File: config.mk
export PLATFORM = sky130hd
export DESIGN_NAME = tql_ctrl
export DESIGN_NICKNAME = d
export VERILOG_FILES = /design/src/rtl/core/tql_pkg.sv /design/src/rtl/core/tql_ctrl.sv
export SDC_FILE = /design/constraint.sdc
export NUM_CORES = 1
export LEC_CHECK = 0
export BUFFER_PORTS_ARGS = -buffer_cell sky130_fd_sc_hd__buf_2
export CAP_MARGIN = 10
export CORE_AREA = 4 4 41 43
export CTS_CLUSTER_DIAMETER = 40
export CTS_CLUSTER_SIZE = 14
export DETAILED_ROUTE_END_ITERATION = 10
export DIE_AREA = 0 0 45 47
export PLACE_DENSITY = 0.74
export SLEW_MARGIN = 20
export SYNTH_ARGS = -nofsm -noshare
export SYNTH_HDL_FRONTEND = slang
export SYNTH_SLANG_ARGS = --single-unit
File: constraint.sdc
create_clock -name clk -period 1.9 [get_ports clk]
set_input_delay 0.285 -clock clk [delete_from_list [all_inputs] [get_ports clk]]
set_output_delay 0.285 -clock clk [all_outputs]
set_load 0.005 [all_outputs]
File: src/rtl/core/tql_pkg.sv
// Package of the tabular Q-learning agent: fixed widths, register indexes,
// controller states and the command and status bundles between controller and datapath.
// Depends on nothing; every other file of the block imports it.
package tql_pkg;

    // Fixed field widths.
    localparam int STATE_W     = 8;
    localparam int ACT_W       = 3;
    localparam int VALUE_W     = 32;
    localparam int FRAC_W      = 16;
    localparam int FACTOR_W    = 17;
    localparam int IN_TDATA_W  = 96;
    localparam int OUT_TDATA_W = 8;

    // Configuration port.
    localparam int CFG_IDX_W = 2;

    localparam logic [CFG_IDX_W-1:0] CFG_LEARNING_RATE     = 2'd0;
    localparam logic [CFG_IDX_W-1:0] CFG_DISCOUNT          = 2'd1;
    localparam logic [CFG_IDX_W-1:0] CFG_EXPLORE_THRESHOLD = 2'd2;

    localparam logic [FACTOR_W-1:0] LEARNING_RATE_RST     = 17'd52429;
    localparam logic [FACTOR_W-1:0] DISCOUNT_RST          = 17'd64881;
    localparam logic [FACTOR_W-1:0] EXPLORE_THRESHOLD_RST = 17'd0;

    // One in Q1.16.
    localparam logic [FACTOR_W-1:0] ONE_Q16 = 17'd65536;

    // Input item kinds.
    localparam logic KIND_STEP = 1'b0;
    localparam logic KIND_LOAD = 1'b1;

    // Controller states.
    typedef enum logic [3:0] {
        ST_CLEAR,
        ST_IDLE,
        ST_LOAD,
        ST_SCAN,
        ST_SCAN_END,
        ST_MUL_G,
        ST_ADD_T,
        ST_MUL_U,
        ST_SUM,
        ST_WRITE,
        ST_FINISH
    } ctl_state_t;

    // Commands from the controller to the datapath.
    typedef struct packed {
        logic accept;
        logic clear_wr;
        logic load_wr;
        logic scan_rd;
        logic q_rd;
        logic mul_g;
        logic add_t;
        logic mul_u;
        logic sum;
        logic wr_q;
        logic out_load;
    } ctl_cmd_t;

    // Status from the datapath to the controller.
    typedef struct packed {
        logic clear_last;
        logic scan_last;
        logic upd;
        logic same_row;
        logic out_free;
    } ctl_sts_t;

endpackage

File: src/rtl/core/tql_ctrl.sv
// Controller of the tabular Q-learning agent: sequences clearing, row scan,
// update arithmetic, table writes and result hand-over.
// Depends on tql_pkg for the state type and the command and status bundles.
module tql_ctrl (
    input  logic              clk,
    input  logic              rst_n,
    input  logic              s_tvalid,
    output logic              s_tready,
    input  logic              in_kind,
    output tql_pkg::ctl_cmd_t cmd,
    input  tql_pkg::ctl_sts_t sts
);
    import tql_pkg::*;

    ctl_state_t state_reg;
    ctl_state_t state_next;

    // State register; reset starts the clearing pass over the table.
    always_ff @(posedge clk or negedge rst_n)
    begin
        if (!rst_n)
        begin
            state_reg <= ST_CLEAR;
        end
        else
        begin
            state_reg <= state_next;
        end
    end

    // Next state and commands.
    always_comb
    begin
        state_next = state_reg;
        cmd        = '0;
        s_tready   = 1'b0;
        case (state_reg)
            ST_CLEAR:
            begin
                cmd.clear_wr = 1'b1;
                if (sts.clear_last)
                begin
                    state_next = ST_IDLE;
                end
            end
            ST_IDLE:
            begin
                s_tready = 1'b1;
                if (s_tvalid)
                begin
                    cmd.accept = 1'b1;
                    state_next = (in_kind == KIND_LOAD) ? ST_LOAD : ST_SCAN;
                end
            end
            ST_LOAD:
            begin
                cmd.load_wr = 1'b1;
                state_next  = ST_FINISH;
            end
            ST_SCAN:
            begin
                cmd.scan_rd = 1'b1;
                if (sts.scan_last)
                begin
                    state_next = ST_SCAN_END;
                end
            end
            ST_SCAN_END:
            begin
                // The last row entry is compared in this cycle.
                if (sts.upd)
                begin
                    cmd.q_rd   = 1'b1;
                    state_next = ST_MUL_G;
                end
                else
                begin
                    state_next = ST_FINISH;
                end
            end
            ST_MUL_G:
            begin
                cmd.mul_g  = 1'b1;
                state_next = ST_ADD_T;
            end
            ST_ADD_T:
            begin
                cmd.add_t  = 1'b1;
                state_next = ST_MUL_U;
            end
            ST_MUL_U:
            begin
                cmd.mul_u  = 1'b1;
                state_next = ST_SUM;
            end
            ST_SUM:
            begin
                cmd.sum    = 1'b1;
                state_next = ST_WRITE;
            end
            ST_WRITE:
            begin
                // A write into the current row calls for a fresh scan.
                cmd.wr_q   = 1'b1;
                state_next = sts.same_row ? ST_SCAN : ST_FINISH;
            end
            ST_FINISH:
            begin
                if (sts.out_free)
                begin
                    cmd.out_load = 1'b1;
                    state_next   = ST_IDLE;
                end
            end
            default:
            begin
                state_next = ST_IDLE;
            end
        endcase
    end

endmodule

==> flow_summary_export.csv, run 1 <==
group,metric,value,unit
critical_path,cp.required,1.62,ns
finish,finalNetCount,93,
power_and_ir_drop,p_leak,0.3014,nW
clock_tree,insertion_delay,0.24,ns
timing,finalSetupViolCount,0,
floorplanning,core_area,1301,sq um
drt,via_per_inst,5.196,
global_route,grt_max_degree,18,
power_and_ir_drop,comb_power_share,0.635,
placed_design,place_congestion,0.8727,
floorplanning,die_w,45,um
finish,layout-drive-gt1-share,0.3780,
drt,drtIter0Drc,5,
critical_path,timing.rr.start,"state_reg[1]",
timing,hold_violations,0,
min_path,hold_class,"input pin to asynchronous set/reset pin",
timing,worst_slew_pin_slew,0.4051,ns
power_and_ir_drop,power.density,1547,nW/um^2
global_route,grt_first_pass_wirelength,1849,um
synthesis,synth_xor_area_frac,0,
power_and_ir_drop,netSwitchingFraction,0.4459,
timing,skew,0.001855,ns
clock_tree,clockBufferDepth,2,
finish,num_antenna_cells,0,
critical_path,reg2reg_setup_slack,0.24,ns
synthesis,synth_adder_area_share,0,
synthesis,synth-simple-area-share,0.3324,
clock_tree,postCtsSetupBuffers,0,
placed_design,io_buffers,20,
synthesis,synth_top_family_by_area,"simple AND/OR/NAND/NOR gates",
critical_path,startpoint,"state_reg[3]",
global_route,grtUsageMet2,0.1667,
critical_path,rr_endpoint,"state_reg[1]",
finish,final.fill_count,154,
global_route,busiest_layer,"met2",
critical_path,worst_path_largest_cell_delay,0.58,ns
placed_design,dpl_cell_area,568.0,sq um
floorplanning,start_util,0.3558,
synthesis,synth_area,462.9,sq um
critical_path,path_class,"register to primary output",
timing,finalMaxSlewViolations,0,
floorplanning,fp-row-count,13,
critical_path,cp-endpoint,"cmd[2]",
critical_path,slowest_stage,"dfrtp_1",
critical_path,path_max_fanout,12,
global_route,antenna_found_initial,0,
timing,relSlewSlack,0.7300,
critical_path,critPathLaunchType,"register",
global_route,grt_pass1_vias,444,
floorplanning,dieHeight,47,um
power_and_ir_drop,p_sw,0.4152,mW
clock_tree,htreeDepth,1,
drt,wl_per_cell,11.52,um
clock_tree,cts_num_sinks,4,
global_route,gr-usage-met1,0.1625,
clock_tree,clock-root-buffer,"clkbuf_4",
finish,final_area,601.8,sq um
drt,drtAntennaViolNets,0,
global_route,grt_overflow,0,
synthesis,ys_ff_latch,4,
critical_path,ff2ff_path_depth,4,
floorplanning,die_area,2115,sq um
clock_tree,tritoncts,"built",
synthesis,synth_compound_area_frac,0.2676,
synthesis,post_synth_mux_area_share,0.08108,
finish,areaGrowthSynthToFinish,30.00,%
drt,drtPass1Iterations,3,
timing,max_freq,592.1,MHz
critical_path,cp.arrival,1.40,ns
flow_run,cap_violations,0,
timing,grt_setup_unrepaired,"no",
clock_tree,tritoncts.num_buffers,3,
timing,timing.final.crit_share,0.8889,
critical_path,worstPathCellList,"nand2b_4 > or3_1 > inv_1 > buf_2",
synthesis,synthCells,62,
timing,tns,0,ns
placed_design,post-dp-hpwl,868.7,um
power_and_ir_drop,seqPwrFrac,0.251,
synthesis,syn_nets,71,
synthesis,ys_warn_count,0,
synthesis,synth_cell_types,32,
drt,vias,504,
power_and_ir_drop,ir_drop,0.7752,mV
power_and_ir_drop,p_int,0.5160,mW
synthesis,syn_avg_cell_area,7.467,sq um
timing,post-route-min-period,1.689,ns
synthesis,ys_seq_area_frac,0.2162,
power_and_ir_drop,p_clk_frac,0.114,
drt,drt_wl_total,1117,um
finish,seqCellArea,101.3,sq um
global_route,use_met3,0.03831,
floorplanning,ios,21,
finish,multi_input_area,315.3,sq um
outcome,status,"completed",
finish,largest_register_ffs,4,
critical_path,endpoint_kind,"primary output",
global_route,track_usage,0.1180,
drt,drcViolationCount,0,
clock_tree,clk_pin_slew,0.04,ns
[cells by family (layout without fill, tap and decap cells)]
family | after synthesis | count (layout)
buffers and inverters | 10 | 30
muxes | 3 | 3
and+or+nand+nor | 29 | 29
AOI/OAI and AO/OA | 16 | 16
DFF | 4 | 4
[Yosys cell counts (all sizes together)]
cell	n	share of area
o32a	1	0.022
inv	3	0.024
a32o	1	0.022
a32oi	1	0.019
a31o	1	0.019
o21ai	2	0.022
nor3b	1	0.016
nand3	1	0.011
and2	1	0.014
buf	4	0.054
nor2b	1	0.014
o21a	1	0.016
nor4	2	0.027
o31ai	2	0.032
mux2	3	0.081
nor2	9	0.073
a2bb2oi	1	0.032
nand2	3	0.024
a21oi	4	0.043
nor3	4	0.043
nand2b	5	0.084
dfrtp	4	0.22
o2111a	1	0.024
o21bai	1	0.016
or3	2	0.027
clkbuf	3	0.024
[timing repair]
| action | CTS | global route |
|---|---|---|
| gates resized for setup | 0 | 1 |
| setup endpoints to repair | 0 | 1 |
| hold endpoints to repair | 4 | 0 |
| hold buffers | 1 | 0 |
[per-stage QoR]
step / utilization / total power [mW] / hold WS, ns / instances / setup WS (ns)
finish: 0.4625 / 0.9312 / 0.3821 / 97 / 0.2112
global route: 0.4625 / 1.027 / 0.4097 / 97 / 0.07899
CTS: 0.4615 / 0.9404 / 0.3804 / 97 / 0.1533
detailed placement: 0.4365 / 0.8256 / 0.09397 / 93 / 0.1973
global placement: 0.4365 / 0.8047 / 0.09315 / 93 / 0.2585
floorplan: - / 0.6761 / -0.01059 / 62 / 0.3886
[how the worst min path moves through the flow]
stage              endpoint  slack, ns  cells after the start
2_1_floorplan  state_reg[0]      -0.01                      0
3_3_place_gp   state_reg[3]       0.09                      1
3_5_place_dp   state_reg[3]       0.09                      1
4_1_cts        state_reg[3]       0.38                      2
5_1_grt        state_reg[1]       0.41                      2
6_report       state_reg[2]       0.38                      2
[critical path: cells and delay by family (launching register included)]
kind	cells	cell delay, ns
flip-flops	1	0.58
buffers and inverters	2	0.16
AND/OR/NAND/NOR	2	0.43
[power by group through the flow]
stage	clock network [mW]	logic, mW	registers (mW)
after global routing	0.114	0.661	0.252
final	0.106	0.591	0.234
after floorplan	0	0.531	0.145
after detailed placement	0	0.594	0.231
after global placement	0	0.576	0.229
after CTS	0.110	0.600	0.230
[metal layers]
metal / wire length [um] / share of wire
met5: 0 / 0
met2: 483 / 0.43
met1: 518 / 0.46
met4: 11 / 0.0098
met3: 104 / 0.093
[area by class of cell]
| class | instances | share of cell area |
|---|---|---|
| well taps | 15 | 0.03119 |
| inverters | 3 | 0.01871 |
| multi-input cells | 48 | 0.5239 |
| flip-flops and latches | 4 | 0.1684 |
| repair buffers | 24 | 0.2204 |
| clock buffers | 3 | 0.03742 |
[cells in the final DEF, fill, tap and decap left out, types with 2 or more instances in the layout]
cell and n:
nor4_1 2, clkbuf_4 3, o31ai_1 2, nor3_1 4
a21oi_1 4, dfrtp_1 3, buf_2 20, nand2_1 3
buf_4 3, nand2b_1 4, or3_1 2, nor2_1 9
inv_1 3
No activity file was read; power rests on OpenSTA's default activity.
==> inputs of run 2 (changes only) <==
--- a/config.mk
+++ b/config.mk
@@ -7,12 +7,15 @@
 export LEC_CHECK = 0
 export BUFFER_PORTS_ARGS = -buffer_cell sky130_fd_sc_hd__buf_2
 export CAP_MARGIN = 10
-export CORE_AREA = 4 4 41 43
+export CELL_PAD_IN_SITES_DETAIL_PLACEMENT = 1
+export CELL_PAD_IN_SITES_GLOBAL_PLACEMENT = 2
+export CORE_MARGIN = 4
+export CORE_UTILIZATION = 23
 export CTS_CLUSTER_DIAMETER = 40
 export CTS_CLUSTER_SIZE = 14
 export DETAILED_ROUTE_END_ITERATION = 10
-export DIE_AREA = 0 0 45 47
-export PLACE_DENSITY = 0.74
+export GPL_TIMING_DRIVEN = 0
+export PLACE_DENSITY = 0.87
 export SLEW_MARGIN = 20
 export SYNTH_ARGS = -nofsm -noshare
 export SYNTH_HDL_FRONTEND = slang
==> flow_summary_export.csv, run 2 (same netlist as run 1, synthesis figures left out) <==
group,metric,value,unit
drt,via_per_inst,4.807,
critical_path,critPathLaunchType,"register",
timing,tns,0,ns
clock_tree,postCtsSetupBuffers,0,
finish,layout-drive-gt1-share,0.3571,
clock_tree,clk_pin_slew,0.04,ns
drt,drt_wl_total,1317,um
finish,final_cells,109,
power_and_ir_drop,ir_drop,0.6238,mV
finish,areaGrowthSynthToFinish,33.78,%
clock_tree,insertion_delay,0.23,ns
floorplanning,dieHeight,52.87,um
timing,post-route-min-period,1.713,ns
global_route,grt_first_pass_wirelength,2332,um
global_route,grt_overflow,0,
timing,grt_setup_unrepaired,"no",
global_route,antenna_found_initial,0,
placed_design,pre_cts_ws,0.2693,ns
clock_tree,tritoncts,"built",
critical_path,cp.required,1.62,ns
global_route,grt_pass1_vias,514,
placed_design,io_buffers,20,
clock_tree,cts_num_sinks,4,
finish,final.fill_count,254,
placed_design,place_congestion,0.7987,
clock_tree,cts_resized,0,
timing,timing.final.crit_share,0.9018,
global_route,track_usage,0.1119,
finish,finalNetCount,95,
clock_tree,clock-root-buffer,"clkbuf_4",
power_and_ir_drop,power.density,1523,nW/um^2
outcome,status,"completed",
critical_path,path_max_fanout,18,
min_path,hold_class,"input pin to asynchronous set/reset pin",
finish,layout_common_cells,"22 x buf_2, 9 x nor2_1",
placed_design,dpl_cell_area,594.3,sq um
global_route,grt_max_degree,11,
floorplanning,ios,21,
floorplanning,core_area,1821,sq um
timing,finalMaxSlewViolations,0,
timing,max_freq,583.6,MHz
clock_tree,htreeDepth,1,
flow_run,cap_violations,0,
drt,drtAntennaViolNets,0,
placed_design,post-dp-hpwl,1073,um
timing,relSlewSlack,0.7479,
timing,fin_ws,0.1866,ns
critical_path,endpoint_kind,"primary output",
finish,layout_commonest_cell,"buf_2",
critical_path,path_class,"register to primary output",
timing,hold_violations,0,
power_and_ir_drop,power,0.9433,mW
timing,finalSetupViolCount,0,
finish,largest_register_ffs,4,
floorplanning,die_w,52.87,um
drt,vias,524,
critical_path,cp.arrival,1.43,ns
drt,wl_per_cell,12.08,um
drt,drtIter0Drc,1,
drt,drcViolationCount,0,
clock_tree,tritoncts.num_buffers,3,
finish,num_antenna_cells,0,
power_and_ir_drop,p_leak,0.3045,nW
timing,skew,0.001284,ns
drt,drtPass1Iterations,4,
floorplanning,start_util,0.2543,
floorplanning,die_area,2795,sq um
finish,final_area,619.3,sq um
placed_design,post-place-cells,107,
timing,worst_slew_pin_slew,0.3782,ns
floorplanning,fp-row-count,15,
clock_tree,clockBufferDepth,2,
-- run 2: cell type report --
class,count,area [sq um],share of cell area
tap,25,31.28,0.05051
timing repair buffer,21,110.1,0.1778
sequential,4,100.1,0.1616
multi-input combinational,48,315.3,0.5091
clock buffer,3,22.52,0.03636
inverter,3,11.26,0.01818
buffer,5,28.78,0.04646
-- run 2: path summary, 6_finish.rpt --
check	from	to	slack [ns]	cells past startpoint
setup / recovery	state_reg[3]	cmd[2]	0.19	5
hold / removal	rst_n	state_reg[1]	0.38	2
setup reg to reg	state_reg[3]	state_reg[0]	0.26	5
hold reg to reg	state_reg[2]	state_reg[2]	0.80	3
max in group asynchronous	rst_n	state_reg[3]	1.40	2
min in group clk	sts[1]	state_reg[3]	0.46	3
-- run 2: per-layer routing --
metal | global-route usage | part of all wire | vias up
li1 | - | - | 268
met1 | 0.1489 | 0.46 | 241
met2 | 0.1674 | 0.47 | 15
met3 | 0.03662 | 0.069 | 0
met4 | 0.03830 | 0 | 0
met5 | 0 | 0 | -
-- run 2: worst max-delay path, stage by stage, from the launching register on --
cell	delay (ns)
dfrtp_1	0.31
buf_2	0.31
nand2b_4	0.08
or3_1	0.34
inv_1	0.06
buf_2	0.10
-- run 2: metrics by stage --
stage,utilization,hold slack [ns]
after floorplan,-,-0.01059
after global placement,0.3265,0.09045
after detailed placement,0.3265,0.09520
after CTS,0.3443,0.3719
after global routing,0.3402,0.3944
final,0.3402,0.3839
-- run 2: timing repair --
item | 4_1_cts | 5_1_grt
hold buffers | 1 | 0
setup endpoints to repair | 0 | 5
endpoints found under the hold margin | 4 | 0
-- run 2: power breakdown --
group | internal, mW | switching [mW] | leakage (nW)
sequential | 0.125 | 0.0276 | 0.0500
combinational | 0.320 | 0.367 | 0.241
clock | 0.0705 | 0.0326 | 0.0138
total | 0.516 | 0.427 | 0.305
==> inputs of run 3 (changes only) <==
--- a/config.mk
+++ b/config.mk
@@ -7,15 +7,13 @@
 export LEC_CHECK = 0
 export BUFFER_PORTS_ARGS = -buffer_cell sky130_fd_sc_hd__buf_2
 export CAP_MARGIN = 10
-export CELL_PAD_IN_SITES_DETAIL_PLACEMENT = 1
-export CELL_PAD_IN_SITES_GLOBAL_PLACEMENT = 2
-export CORE_MARGIN = 4
-export CORE_UTILIZATION = 23
+export CORE_AREA = 4 4 41 43
 export CTS_CLUSTER_DIAMETER = 40
 export CTS_CLUSTER_SIZE = 14
 export DETAILED_ROUTE_END_ITERATION = 10
+export DIE_AREA = 0 0 45 47
 export GPL_TIMING_DRIVEN = 0
-export PLACE_DENSITY = 0.87
+export PLACE_DENSITY = 0.74
 export SLEW_MARGIN = 20
 export SYNTH_ARGS = -nofsm -noshare
 export SYNTH_HDL_FRONTEND = slang
==> flow_summary_export.csv, run 3 (same netlist as run 1, synthesis figures left out) <==
group,metric,value,unit
outcome,status,"completed",
timing,worst_slew_pin_slew,0.3679,ns
power_and_ir_drop,ir_drop,0.8265,mV
clock_tree,clockBufferDepth,2,
power_and_ir_drop,comb_power_share,0.725,
timing,hold_violations,0,
timing,timing.final.crit_share,0.9095,
clock_tree,htreeDepth,1,
critical_path,endpoint_kind,"primary output",
timing,finalMaxSlewViolations,0,
timing,fin_ws,0.1720,ns
finish,areaGrowthSynthToFinish,31.08,%
drt,drcViolationCount,0,
placed_design,post-dp-hpwl,932.1,um
critical_path,ff2ff_path_depth,5,
clock_tree,postCtsSetupBuffers,0,
power_and_ir_drop,p_clk_frac,0.116,
timing,timing.hold.ws,0.3732,ns
critical_path,cp.required,1.62,ns
finish,post-route-util,0.4663,
drt,drt_wl_total,1183,um
global_route,grt_pass1_vias,441,
finish,largest_register_ffs,4,
placed_design,io_buffers,20,
power_and_ir_drop,power,0.9449,mW
power_and_ir_drop,p_sw,0.4286,mW
drt,wl_per_cell,11.95,um
floorplanning,die_area,2115,sq um
power_and_ir_drop,netSwitchingFraction,0.4536,
critical_path,reg2reg_setup_slack,0.28,ns
global_route,grt_first_pass_wirelength,1863,um
global_route,grt_overflow,0,
finish,final.fill_count,149,
clock_tree,clock-root-buffer,"clkbuf_4",
clock_tree,tritoncts,"built",
clock_tree,clk_pin_slew,0.04,ns
finish,finalNetCount,95,
drt,vias,510,
drt,drtIter0Drc,6,
min_path,hold_class,"input pin to asynchronous set/reset pin",
timing,finalSetupViolCount,0,
floorplanning,core_area,1301,sq um
timing,grt_setup_unrepaired,"no",
flow_run,cap_violations,0,
clock_tree,cts_num_sinks,4,
timing,skew,0.009344,ns
timing,relSlewSlack,0.7547,
critical_path,timing.rr.start,"state_reg[3]",
floorplanning,dieHeight,47,um
drt,via_per_inst,5.152,
timing,post-route-min-period,1.728,ns
finish,layout_common_cells,"22 x buf_2, 9 x nor2_1",
placed_design,place_congestion,0.8114,
global_route,grt_max_degree,19,
floorplanning,fp-row-count,13,
finish,multi_input_area,315.3,sq um
global_route,antenna_found_initial,0,
power_and_ir_drop,seqPwrFrac,0.159,
finish,layout-drive-gt1-share,0.3571,
critical_path,path_class,"register to primary output",
power_and_ir_drop,p_int,0.5163,mW
drt,drtAntennaViolNets,0,
critical_path,rr_endpoint,"state_reg[0]",
power_and_ir_drop,power.density,1557,nW/um^2
placed_design,pre_cts_ws,0.2540,ns
critical_path,critPathLaunchType,"register",
clock_tree,cts_resized,0,
finish,seqCellArea,100.1,sq um
floorplanning,die_w,45,um
timing,tns,0,ns
clock_tree,tritoncts.num_buffers,3,
floorplanning,ios,21,
critical_path,cp.arrival,1.44,ns
drt,drtPass1Iterations,3,
critical_path,path_max_fanout,10,
finish,num_antenna_cells,0,
finish,layout_commonest_cell,"buf_2",
clock_tree,insertion_delay,0.24,ns
global_route,track_usage,0.1211,
power_and_ir_drop,p_leak,0.3045,nW
floorplanning,start_util,0.3558,
timing,max_freq,578.7,MHz
## run 3: cell counts in the layout (fill, tap and decap cells not counted)
No cell type changed its count.
## run 3: area by class of cell
| cell class | count | share of cell area |
|---|---|---|
| multi-input combinational | 48 | 0.5196 |
| timing repair buffer | 21 | 0.1814 |
| sequential | 4 | 0.1649 |
| buffer | 5 | 0.04742 |
| clock buffer | 3 | 0.03711 |
| tap | 15 | 0.03093 |
| inverter | 3 | 0.01856 |
## run 3: worst max-delay path by stage
stage,cells after the start,slack (ns),startpoint,to
final,4,0.17,state_reg[1],cmd[6]
after detailed placement,5,0.25,state_reg[3],cmd[6]
after global placement,5,0.28,state_reg[3],cmd[6]
after CTS,5,0.02,state_reg[2],cmd[6]
after global routing,4,0.09,state_reg[1],cmd[6]
after floorplan,5,0.39,state_reg[2],state_reg[0]
## run 3: power by group through the flow
stage	Sequential (mW)	Combinational, mW	Clock [mW]
after floorplan	0.145	0.531	0
after global placement	0.151	0.676	0
after detailed placement	0.152	0.695	0
after CTS	0.151	0.693	0.110
after global routing	0.158	0.767	0.117
final	0.150	0.685	0.110
## run 3: repair_timing
item	in CTS	in global routing
setup endpoints to repair	1	4
endpoints found under the hold margin	4	0
hold buffers	1	0
## run 3: critical path, cell delays in order, from the launching register on
cell	delay, ns
dfrtp_1	0.36
buf_2	0.17
buf_1	0.21
nor4_1	0.29
buf_2	0.16
## run 3: per-layer routing
layer | global-route usage | share of wire | vias to the layer above
met2 | 0.1864 | 0.46 | 20
li1 | - | - | 265
met3 | 0.04598 | 0.087 | 0
met4 | 0.03509 | 0 | 0
met5 | 0 | 0 | -
met1 | 0.1579 | 0.45 | 225
## run 3: stage by stage
step / cell area (sq um) / cells
global placement: 581.8 / 97
global route: 606.8 / 99
finish: 606.8 / 99
floorplan: 462.9 / 62
CTS: 610.6 / 100
detailed placement: 581.8 / 97
